<file path="src/design/smf_pkg.sv">
// ----------------------------------------------------------------------------
// smf_pkg
// Shared widths, constants, controller states and the command/status
// structs between the subsample minimum finder controller and datapath.
// ----------------------------------------------------------------------------
package smf_pkg;

	localparam int COST_W   = 32;
	localparam int IDX_W    = 12;
	localparam int FRAC_W   = 8;
	localparam int POS_W    = 21;
	localparam int MAX_RUN  = 4096;

	localparam int DIFF_W   = COST_W;          // |L - R|
	localparam int DEN_W    = COST_W + 1;      // D = L + R - 2C
	localparam int PROD_W   = 2 * COST_W;      // (R - L)^2

	localparam int DIVD_W   = PROD_W;          // divider dividend
	localparam int DIVS_W   = DEN_W + 3;       // divider divisor (8D fits)
	localparam int DIV_CNT_W = $clog2(DIVD_W);

	localparam logic [COST_W-1:0] COST_SENTINEL = '1;
	localparam logic [IDX_W-1:0]  LAST_INDEX    = IDX_W'(MAX_RUN - 1);

	typedef enum logic [2:0] {
		ST_RUN,
		ST_SEL,
		ST_MUL,
		ST_CSTART,
		ST_CORR,
		ST_FRAC,
		ST_FIN
	} smf_state_t;

	typedef struct packed {
		logic track;       // accept one cost item
		logic select;      // pick min, latch fit operands, clear run state
		logic mul;         // square the neighbour difference
		logic div_start;   // launch divider
		logic div_frac;    // divider operands: 0 = correction, 1 = fraction
		logic take_corr;   // capture correction quotient
		logic take_frac;   // capture fraction quotient
		logic load_out;    // load output register
	} smf_cmd_t;

	typedef struct packed {
		logic close;       // current item ends the run
		logic fit_ok;      // parabolic refinement applies
		logic div_done;    // divider result ready
	} smf_status_t;

endpackage

</file>
<file path="src/design/subsample_minimum_finder.sv">
// After the closing item the controller runs selection, squaring and the output
// load; with refinement, two 64-step serial divisions come between and dominate.
// Throughput: one cost item per cycle inside a run; between runs the block
// takes no item from the closing item until the result is loaded.
// The output register lets the next run stream while a result waits.
// Reset (arst_n low): run state cleared, index_base = 0, no result pending.
// ----------------------------------------------------------------------------
// subsample_minimum_finder
// Streams a run of costs, finds the global (or interior local) minimum and
// refines its position and value with a parabolic fit through its neighbors.
// ----------------------------------------------------------------------------
module subsample_minimum_finder (
	input  logic                             clk,
	input  logic                             arst_n,
	input  logic                             cfg_wr_en,
	input  logic [smf_pkg::IDX_W-1:0]        cfg_wr_data,
	input  logic                             in_valid,
	output logic                             in_ready,
	input  logic [smf_pkg::COST_W-1:0]       cost,
	input  logic                             last,
	output logic                             out_valid,
	input  logic                             out_ready,
	output logic signed [smf_pkg::POS_W-1:0] position,
	output logic [smf_pkg::COST_W-1:0]       min_value,
	output logic                             used_local,
	output logic                             refined
);
	import smf_pkg::*;

	smf_cmd_t    cmd;
	smf_status_t status;

	smf_ctrl u_ctrl (
		.clk       (clk),
		.arst_n    (arst_n),
		.in_valid  (in_valid),
		.in_ready  (in_ready),
		.out_valid (out_valid),
		.out_ready (out_ready),
		.status    (status),
		.cmd       (cmd)
	);

	smf_datapath u_dp (
		.clk         (clk),
		.arst_n      (arst_n),
		.cmd         (cmd),
		.status      (status),
		.cfg_wr_en   (cfg_wr_en),
		.cfg_wr_data (cfg_wr_data),
		.cost        (cost),
		.last        (last),
		.position    (position),
		.min_value   (min_value),
		.used_local  (used_local),
		.refined     (refined)
	);

endmodule

</file>
<file path="src/design/smf_divider.sv">
// ----------------------------------------------------------------------------
// smf_divider
// Restoring unsigned divider, one quotient bit per cycle. A start pulse
// latches the operands; done pulses for one cycle when the quotient is valid.
// ----------------------------------------------------------------------------
module smf_divider (
	input  logic                        clk,
	input  logic                        arst_n,
	input  logic                        start,
	input  logic [smf_pkg::DIVD_W-1:0]  dividend,
	input  logic [smf_pkg::DIVS_W-1:0]  divisor,
	output logic                        done,
	output logic [smf_pkg::DIVD_W-1:0]  quotient
);
	import smf_pkg::*;

	logic                  busy_q;
	logic                  done_q;
	logic [DIV_CNT_W-1:0]  cnt_q;
	logic [DIVS_W-1:0]     rem_q;
	logic [DIVS_W-1:0]     dvs_q;
	logic [DIVD_W-1:0]     quo_q;

	logic [DIVS_W:0]       trial;
	logic [DIVS_W:0]       trial_sub;
	logic                  fits;

	always_comb begin
		trial     = {rem_q, quo_q[DIVD_W-1]};
		trial_sub = trial - {1'b0, dvs_q};
		fits      = trial >= {1'b0, dvs_q};
	end

	always_ff @(posedge clk or negedge arst_n) begin
		if (!arst_n) begin
			busy_q <= 1'b0;
			done_q <= 1'b0;
			cnt_q  <= '0;
		end else begin
			done_q <= 1'b0;
			if (start) begin
				busy_q <= 1'b1;
				cnt_q  <= '0;
			end else if (busy_q) begin
				cnt_q <= cnt_q + 1'b1;
				if (cnt_q == DIV_CNT_W'(DIVD_W - 1)) begin
					busy_q <= 1'b0;
					done_q <= 1'b1;
				end
			end
		end
	end

	// quotient bits shift in at the bottom as dividend bits leave the top
	always_ff @(posedge clk) begin
		if (start) begin
			rem_q <= '0;
			dvs_q <= divisor;
			quo_q <= dividend;
		end else if (busy_q) begin
			rem_q <= fits ? trial_sub[DIVS_W-1:0] : trial[DIVS_W-1:0];
			quo_q <= {quo_q[DIVD_W-2:0], fits};
		end
	end

	assign done     = done_q;
	assign quotient = quo_q;

endmodule

</file>
<file path="src/design/smf_datapath.sv">
// ----------------------------------------------------------------------------
// smf_datapath
// Run tracking registers (global and interior local minimum with their
// neighbours), end-of-run selection, parabolic fit arithmetic and the
// output register.
// ----------------------------------------------------------------------------
module smf_datapath (
	input  logic                          clk,
	input  logic                          arst_n,
	input  smf_pkg::smf_cmd_t             cmd,
	output smf_pkg::smf_status_t          status,
	input  logic                          cfg_wr_en,
	input  logic [smf_pkg::IDX_W-1:0]     cfg_wr_data,
	input  logic [smf_pkg::COST_W-1:0]    cost,
	input  logic                          last,
	output logic signed [smf_pkg::POS_W-1:0] position,
	output logic [smf_pkg::COST_W-1:0]    min_value,
	output logic                          used_local,
	output logic                          refined
);
	import smf_pkg::*;

	logic [IDX_W-1:0]   base_q;
	logic [IDX_W-1:0]   count_q;
	logic [COST_W-1:0]  prev_q, bprev_q;
	logic [COST_W-1:0]  gmin_q, gl_q, gr_q;
	logic [IDX_W-1:0]   gidx_q;
	logic [COST_W-1:0]  lmin_q, ll_q, lr_q;
	logic [IDX_W-1:0]   lidx_q;
	logic               lfound_q;

	// selection / fit registers
	logic [IDX_W-1:0]   sel_idx_q;
	logic [COST_W-1:0]  sel_val_q;
	logic               sel_local_q;
	logic               fit_q;
	logic               neg_q;
	logic [DEN_W-1:0]   den_q;
	logic [DIFF_W-1:0]  diff_q;
	logic [PROD_W-1:0]  prod_q;
	logic [DIVD_W-1:0]  corr_q;
	logic [POS_W-1:0]   frac_q;

	// output register
	logic [POS_W-1:0]   pos_q;
	logic [COST_W-1:0]  val_q;
	logic               used_local_q;
	logic               refined_q;

	logic               is_close;
	logic               local_hit;

	logic               use_loc;
	logic [IDX_W-1:0]   s_idx;
	logic [COST_W-1:0]  s_val, s_l, s_r;
	logic               interior;
	logic               usable_lr;
	logic [DEN_W:0]     den_full;
	logic               fit_now;

	logic [DIVD_W-1:0]  div_dividend;
	logic [DIVS_W-1:0]  div_divisor;
	logic               div_done;
	logic [DIVD_W-1:0]  div_quo;

	logic [IDX_W-1:0]   abs_idx;
	logic [POS_W-1:0]   pos_int;
	logic [POS_W-1:0]   pos_fin;
	logic [COST_W-1:0]  val_fin;

	always_comb begin
		is_close  = last || (count_q == LAST_INDEX);
		local_hit = (count_q >= IDX_W'(2)) && (prev_q < bprev_q) && (prev_q < cost)
			&& (prev_q < lmin_q);
	end

	// end-of-run choice: an edge global minimum yields to an interior local one
	always_comb begin
		use_loc = ((gidx_q == '0) || (gidx_q == count_q)) && lfound_q;
		s_idx   = use_loc ? lidx_q : gidx_q;
		s_val   = use_loc ? lmin_q : gmin_q;
		s_l     = use_loc ? ll_q   : gl_q;
		s_r     = use_loc ? lr_q   : gr_q;
		interior  = (s_idx != '0) && (s_idx < count_q);
		usable_lr = (s_l != '0) && (s_l != COST_SENTINEL)
			&& (s_r != '0) && (s_r != COST_SENTINEL);
		den_full  = (DEN_W+1)'(s_l) + (DEN_W+1)'(s_r) - {1'b0, s_val, 1'b0};
		fit_now   = interior && usable_lr && !den_full[DEN_W] && (den_full != '0);
	end

	always_ff @(posedge clk or negedge arst_n) begin
		if (!arst_n) begin
			base_q <= '0;
		end else if (cfg_wr_en) begin
			base_q <= cfg_wr_data;
		end
	end

	always_ff @(posedge clk or negedge arst_n) begin
		if (!arst_n) begin
			count_q  <= '0;
			prev_q   <= '0;
			bprev_q  <= '0;
			gmin_q   <= '0;
			gidx_q   <= '0;
			gl_q     <= '0;
			gr_q     <= '0;
			lmin_q   <= COST_SENTINEL;
			lidx_q   <= '0;
			ll_q     <= '0;
			lr_q     <= '0;
			lfound_q <= 1'b0;
		end else if (cmd.select) begin
			count_q  <= '0;
			prev_q   <= '0;
			bprev_q  <= '0;
			gmin_q   <= '0;
			gidx_q   <= '0;
			gl_q     <= '0;
			gr_q     <= '0;
			lmin_q   <= COST_SENTINEL;
			lidx_q   <= '0;
			ll_q     <= '0;
			lr_q     <= '0;
			lfound_q <= 1'b0;
		end else if (cmd.track) begin
			if (count_q == '0) begin
				gmin_q <= cost;
				gidx_q <= '0;
			end else begin
				if (gidx_q == count_q - 1'b1)
					gr_q <= cost;
				if (cost < gmin_q) begin
					gmin_q <= cost;
					gidx_q <= count_q;
					gl_q   <= prev_q;
				end
				if (local_hit) begin
					lmin_q   <= prev_q;
					lidx_q   <= count_q - 1'b1;
					ll_q     <= bprev_q;
					lr_q     <= cost;
					lfound_q <= 1'b1;
				end
			end
			bprev_q <= prev_q;
			prev_q  <= cost;
			// on the closing item the count stays at the last index for selection
			if (!is_close)
				count_q <= count_q + 1'b1;
		end
	end

	always_ff @(posedge clk) begin
		if (cmd.select) begin
			sel_idx_q   <= s_idx;
			sel_val_q   <= s_val;
			sel_local_q <= use_loc;
			fit_q       <= fit_now;
			neg_q       <= s_r > s_l;
			den_q       <= den_full[DEN_W-1:0];
			diff_q      <= (s_l >= s_r) ? (s_l - s_r) : (s_r - s_l);
		end
		if (cmd.mul)
			prod_q <= PROD_W'(diff_q) * PROD_W'(diff_q);
		if (cmd.take_corr)
			corr_q <= div_quo;
		if (cmd.take_frac)
			frac_q <= div_quo[POS_W-1:0];
	end

	// correction: (R-L)^2 / 8D ; fraction: (diff*2^F + D) / 2D
	always_comb begin
		if (cmd.div_frac) begin
			div_dividend = DIVD_W'({diff_q, {FRAC_W{1'b0}}}) + DIVD_W'(den_q);
			div_divisor  = DIVS_W'({den_q, 1'b0});
		end else begin
			div_dividend = prod_q;
			div_divisor  = {den_q, 3'b000};
		end
	end

	smf_divider u_div (
		.clk      (clk),
		.arst_n   (arst_n),
		.start    (cmd.div_start),
		.dividend (div_dividend),
		.divisor  (div_divisor),
		.done     (div_done),
		.quotient (div_quo)
	);

	always_comb begin
		abs_idx = base_q + sel_idx_q;
		pos_int = {1'b0, abs_idx, {FRAC_W{1'b0}}};
		if (!fit_q)
			pos_fin = pos_int;
		else if (neg_q)
			pos_fin = pos_int - frac_q;
		else
			pos_fin = pos_int + frac_q;
		if (!fit_q)
			val_fin = sel_val_q;
		else if (corr_q >= DIVD_W'(sel_val_q))
			val_fin = '0;
		else
			val_fin = sel_val_q - corr_q[COST_W-1:0];
	end

	always_ff @(posedge clk) begin
		if (cmd.load_out) begin
			pos_q        <= pos_fin;
			val_q        <= val_fin;
			used_local_q <= sel_local_q;
			refined_q    <= fit_q;
		end
	end

	always_comb begin
		status.close    = is_close;
		status.fit_ok   = fit_q;
		status.div_done = div_done;
	end

	assign position   = pos_q;
	assign min_value  = val_q;
	assign used_local = used_local_q;
	assign refined    = refined_q;

endmodule

</file>
<file path="src/design/smf_ctrl.sv">
// ----------------------------------------------------------------------------
// smf_ctrl
// Controller: streams a run in, then sequences selection, squaring, the two
// divisions (if the fit applies) and the output load; owns the input ready and output valid.
// ----------------------------------------------------------------------------
module smf_ctrl (
	input  logic                  clk,
	input  logic                  arst_n,
	input  logic                  in_valid,
	output logic                  in_ready,
	output logic                  out_valid,
	input  logic                  out_ready,
	input  smf_pkg::smf_status_t  status,
	output smf_pkg::smf_cmd_t     cmd
);
	import smf_pkg::*;

	smf_state_t state_q, state_d;
	logic       out_valid_q;
	logic       out_free;

	assign out_free = !out_valid_q || out_ready;

	always_ff @(posedge clk or negedge arst_n) begin
		if (!arst_n) begin
			state_q     <= ST_RUN;
			out_valid_q <= 1'b0;
		end else begin
			state_q <= state_d;
			if (cmd.load_out)
				out_valid_q <= 1'b1;
			else if (out_ready)
				out_valid_q <= 1'b0;
		end
	end

	always_comb begin
		state_d  = state_q;
		cmd      = '0;
		in_ready = 1'b0;
		unique case (state_q)
			ST_RUN: begin
				in_ready = 1'b1;
				if (in_valid) begin
					cmd.track = 1'b1;
					if (status.close)
						state_d = ST_SEL;
				end
			end
			ST_SEL: begin
				cmd.select = 1'b1;
				state_d    = ST_MUL;
			end
			ST_MUL: begin
				cmd.mul = 1'b1;
				state_d = status.fit_ok ? ST_CSTART : ST_FIN;
			end
			ST_CSTART: begin
				cmd.div_start = 1'b1;
				state_d       = ST_CORR;
			end
			ST_CORR: begin
				if (status.div_done) begin
					cmd.take_corr = 1'b1;
					cmd.div_start = 1'b1;
					cmd.div_frac  = 1'b1;
					state_d       = ST_FRAC;
				end
			end
			ST_FRAC: begin
				cmd.div_frac = 1'b1;
				if (status.div_done) begin
					cmd.take_frac = 1'b1;
					state_d       = ST_FIN;
				end
			end
			ST_FIN: begin
				if (out_free) begin
					cmd.load_out = 1'b1;
					state_d      = ST_RUN;
				end
			end
			default: begin
				state_d = ST_RUN;
			end
		endcase
	end

	assign out_valid = out_valid_q;

endmodule

</file>
<file path="config.mk">
export PLATFORM = sky130hd
export DESIGN_NAME = subsample_minimum_finder
export DESIGN_NICKNAME = d
export VERILOG_FILES = /design/src/design/smf_pkg.sv /design/src/design/subsample_minimum_finder.sv /design/src/design/smf_divider.sv /design/src/design/smf_datapath.sv /design/src/design/smf_ctrl.sv
export SDC_FILE = /design/constraint.sdc
export NUM_CORES = 2
export LEC_CHECK = 0
export ABC_AREA = 1
export BUFFER_PORTS_ARGS = -buffer_cell sky130_fd_sc_hd__buf_2
export CORE_ASPECT_RATIO = 0.7
export CORE_MARGIN = 4
export CORE_UTILIZATION = 61
export CTS_BUF_LIST = sky130_fd_sc_hd__clkbuf_2
export DETAILED_ROUTE_END_ITERATION = 8
export PLACE_DENSITY = 0.91
export SYNTH_ARGS = -nofsm -noshare
export SYNTH_HDL_FRONTEND = slang
export SYNTH_SLANG_ARGS = --single-unit
</file>
<file path="constraint.sdc">
create_clock -name clk -period 8.1 [get_ports clk]
set_clock_uncertainty 0.05 [all_clocks]
set_input_delay 1.62 -clock clk [delete_from_list [all_inputs] [get_ports clk]]
set_output_delay 1.62 -clock clk [all_outputs]
set_load 0.02 [all_outputs]
</file>
==> qor.csv <==
stage,metric,value,unit
floorplanning,die area,0.1366,sq mm
floorplanning,Starting Density,0.6173,
global_routing,initial antenna violation count,14,
routing,wl on met1,104.8,mm
clocking,CTS tree,done,
sta,setup violators final,0,
routing,Pre-antenna DRT Iters,9,
finish,NumNets Final,11520,
global_routing,vias in the first global route,68330,
critical_path,maximum fanout along the worst path,15,
worst_hold_path,Worst Min Path Start,cfg_wr_data[5],
sta,setup tns final,0,ns
yosys,sequential area share after synthesis,0.2647,
critical_path,"most used cell, CP",fa_1,
critical_path,Worst setup EP type,flop,
yosys,syn_area_per_cell,8.142,sq um
critical_path,CP Launch Type,flop,
floorplanning,Die Y,310.4,microns
sta,Final min period,7.911,ns
floorplanning,Ports,107,
sta,final slew viol count,0,
critical_path,Crit path depth,24,
clocking,clk root buf,clkbuf_2,
global_routing,GRT Util Overall,0.3702,
yosys,Syn. warnings,0,
routing,final WL,252.1,mm
sta,RSZ-0062 raised after global routing,false,
yosys,top post-synthesis cells by area,"fa_1, edfxtp_1, ha_1",
placed_design,PortBufs,106,
critical_path,worst stage delay on the critical path,0.76,ns
clocking,clock sink count,766,
sta,fmax,0.1264,GHz
critical_path,CP arrival,9.29,ns
sta,fin crit share,0.9767,
routing,Routed met2 length,100.4,mm
placed_design,post-detail-place hpwl,201.5,mm
critical_path,Register-to-Register Path Depth,24,
yosys,Cells after Synth,9788,
yosys,syn nets,11350,
critical_path,slowest cell on the critical path,edfxtp_1,
clocking,Post-CTS Resized,0,
yosys,Post-synth top cells,"inv_1, nand2_1, fa_1",
sta,Slew @ Worst Pin,1.326,ns
clocking,clock slew at reported path FFs,0.11,ns
clocking,Worst-Skew Late Latency,1.74,ns
global_routing,largest net degree at the start of global routing,154,
floorplanning,FP Rows,110,
critical_path,kind of critical path,reg2reg,
critical_path,family with the most delay on the worst path,adder cells,
critical_path,worst-path cell chain,buf_4 > nand2_1 > fa_1 > inv_1 > fa_1 > inv_1 > fa_1 > inv_1 > fa_1 > inv_1 > fa_1 > inv_1 > fa_1 > fa_1 > ha_1 > ha_1 > a21o_1 > a31oi_1 > o21bai_1 > a221oi_1 > buf_4 > o221ai_1 > buf_4 > xor2_1,
yosys,Post-Syn Area,0.07970,sq mm
clocking,Max clock buf depth,3,
floorplanning,CORE AREA,0.1291,sq mm
yosys,largest area contributor in the netlist,fa_1,
yosys,library cells used by synthesis,68,
routing,Top Layer Used,met5,
clocking,CTS buffer count,185,
floorplanning,DIE WIDTH,440.0,microns
run,Max-Cap Viols,0,
routing,1st-iter DRT viols,8966,
critical_path,R2R Path End,u_dp.prod_q[59]$_DFFE_PN_,
routing,routed length per instance,21.27,microns
run_status,status,finished clean,
worst_hold_path,Hold Path Class,in2reg,
routing,Routed Antenna Nets,0,
critical_path,worst reg2reg path startpoint,u_dp.diff_q[21]$_DFFE_PP_,
yosys,Post-synth EDFFs,413,
global_routing,grt total ovfl,0,
critical_path,WP buf/inv,8,
placed_design,GPL Wtd Cong,1.037,
finish,Area Overhead vs Synth,6.181,%
sta,final hold vios,0,
critical_path,"setup slack, reg-to-reg",0.19,ns
worst_hold_path,hold endpoint,u_dp.base_q[5]$_DFFE_PN0P_,
global_routing,first-pass GRT wire length,389.3,mm
routing,via count,69080,
yosys,"FF+latch count, synth",766,
clocking,H-Tree Depth,4,
routing,routed wl met3,38.18,mm
yosys,most frequent cell after synthesis,inv_1,
critical_path,worst path required time,9.48,ns
routing,drc violations,0,
yosys,asr flop ratio synth,0.4138,
finish,share of cells above drive strength 1,0.07421,
sta,Worst slew margin,0.1160,
routing,Vias/cell,5.829,
worst_hold_path,hold path depth,2,
yosys,Main synth FF type,edfxtp_1,
yosys,top cell type's share of synthesized area,0.2050,
-- per-layer routing --
| metal | GRT usage | vias up |
|---|---|---|
| met5 | 0.008579 | - |
| li1 | - | 30990 |
| met3 | 0.1310 | 597 |
| met2 | 0.5120 | 4525 |
| met1 | 0.5418 | 32950 |
| met4 | 0.1215 | 16 |
-- layout make-up --
type | count | area [sq um]
multi-input combinational | 6573 | 49250
fill | 10630 | 44480
sequential | 766 | 21100
inverter | 2141 | 8043
timing repair buffer | 288 | 2175
tap | 1736 | 2172
clock buffer | 272 | 1361
clock inverter | 67 | 508.0
antenna | 9 | 22.52
-- logic make-up (layout without fill, tap and decap cells) --
group / Yosys count / in the layout / share of synthesized area
XOR/XNOR: 265 / 265 / 0.02922
multiplexers: 13 / 13 / 0.001821
AND/OR/NAND/NOR: 3343 / 3343 / 0.1696
flip-flops: 766 / 766 / 0.2647
buffers and inverters: 2449 / 2768 / 0.1184
AO/OA/AOI/OAI: 1442 / 1442 / 0.1023
adder cells (fa/ha/maj): 1510 / 1510 / 0.3139
other: 0 / 9 / 0
-- repair_timing --
action | in CTS | in global routing
setup endpoints to repair | 0 | 23
buffers inserted | 0 | 28
hold buffers | 7 | 0
endpoints found under the hold margin | 79 | 0
-- sequential cells by signal, indices dropped and copies added (netlist names), 21 cells and up --
name                 flops
u_dp.gmin_q             32
u_dp.gl_q               32
u_dp.lmin_q             32
u_dp.gr_q               32
u_dp.ll_q               32
u_dp.u_div.quotient     64
u_dp.lr_q               32
u_dp.frac_q             21
u_dp.prev_q             32
u_dp.diff_q             32
u_dp.sel_val_q          32
u_dp.min_value          32
u_dp.position           21
u_dp.prod_q             63
u_dp.bprev_q            32
u_dp.u_div.dvs_q        35
u_dp.u_div.rem_q        36
u_dp.corr_q             64
u_dp.den_q              32
-- through the flow --
stage	util	hold slack [ns]	setup slack [ns]	instance area (sq um)	instances
global route	0.6554	0.08892	0.01047	84620	11850
floorplan	-	0.3503	0.8431	79700	9788
CTS	0.6532	0.001536	0.03330	84330	11820
detailed placement	0.6382	0.3556	0.09652	82390	11470
global placement	0.6382	0.3550	0.3040	82390	11470
finish	0.6555	0.1539	0.1887	84620	11850
-- worst max-delay path by stage --
| stage | slack (ns) | end | from |
|---|---|---|---|
| after floorplan | 0.84 | u_dp.prod_q[45]$_DFFE_PN_ | u_dp.diff_q[25]$_DFFE_PP_ |
| final | 0.19 | u_dp.prod_q[59]$_DFFE_PN_ | u_dp.diff_q[21]$_DFFE_PP_ |
| after global placement | 0.30 | u_dp.prod_q[57]$_DFFE_PN_ | u_dp.diff_q[3]$_DFFE_PP_ |
| after global routing | 0.01 | u_dp.prod_q[53]$_DFFE_PN_ | u_dp.diff_q[30]$_DFFE_PP_ |
| after CTS | 0.03 | u_dp.prod_q[53]$_DFFE_PN_ | u_dp.diff_q[12]$_DFFE_PP_ |
| after detailed placement | 0.1 | u_dp.prod_q[53]$_DFFE_PN_ | u_dp.diff_q[12]$_DFFE_PP_ |
-- placed cells by master, fill, tap and decap left out, drive strengths merged, types with 32 or more instances in the layout --
master and count:
nand4 51, nand3 350, buf 281, edfxtp 413, nor2 684, nor4 36, xor2 190, clkbuf 272
dfrtp 285, dfxtp 36, nand2 2101, clkinv 60, dfstp 32, ha 694, o21ai 637, a21oi 518
a31oi 51, xnor2 75, fa 816, a21o 40, inv 2143, nor3 76
Power is left out: the tool's default activity adds up to more than one toggle a clock period on the data nets, which glitch-free logic cannot reach.
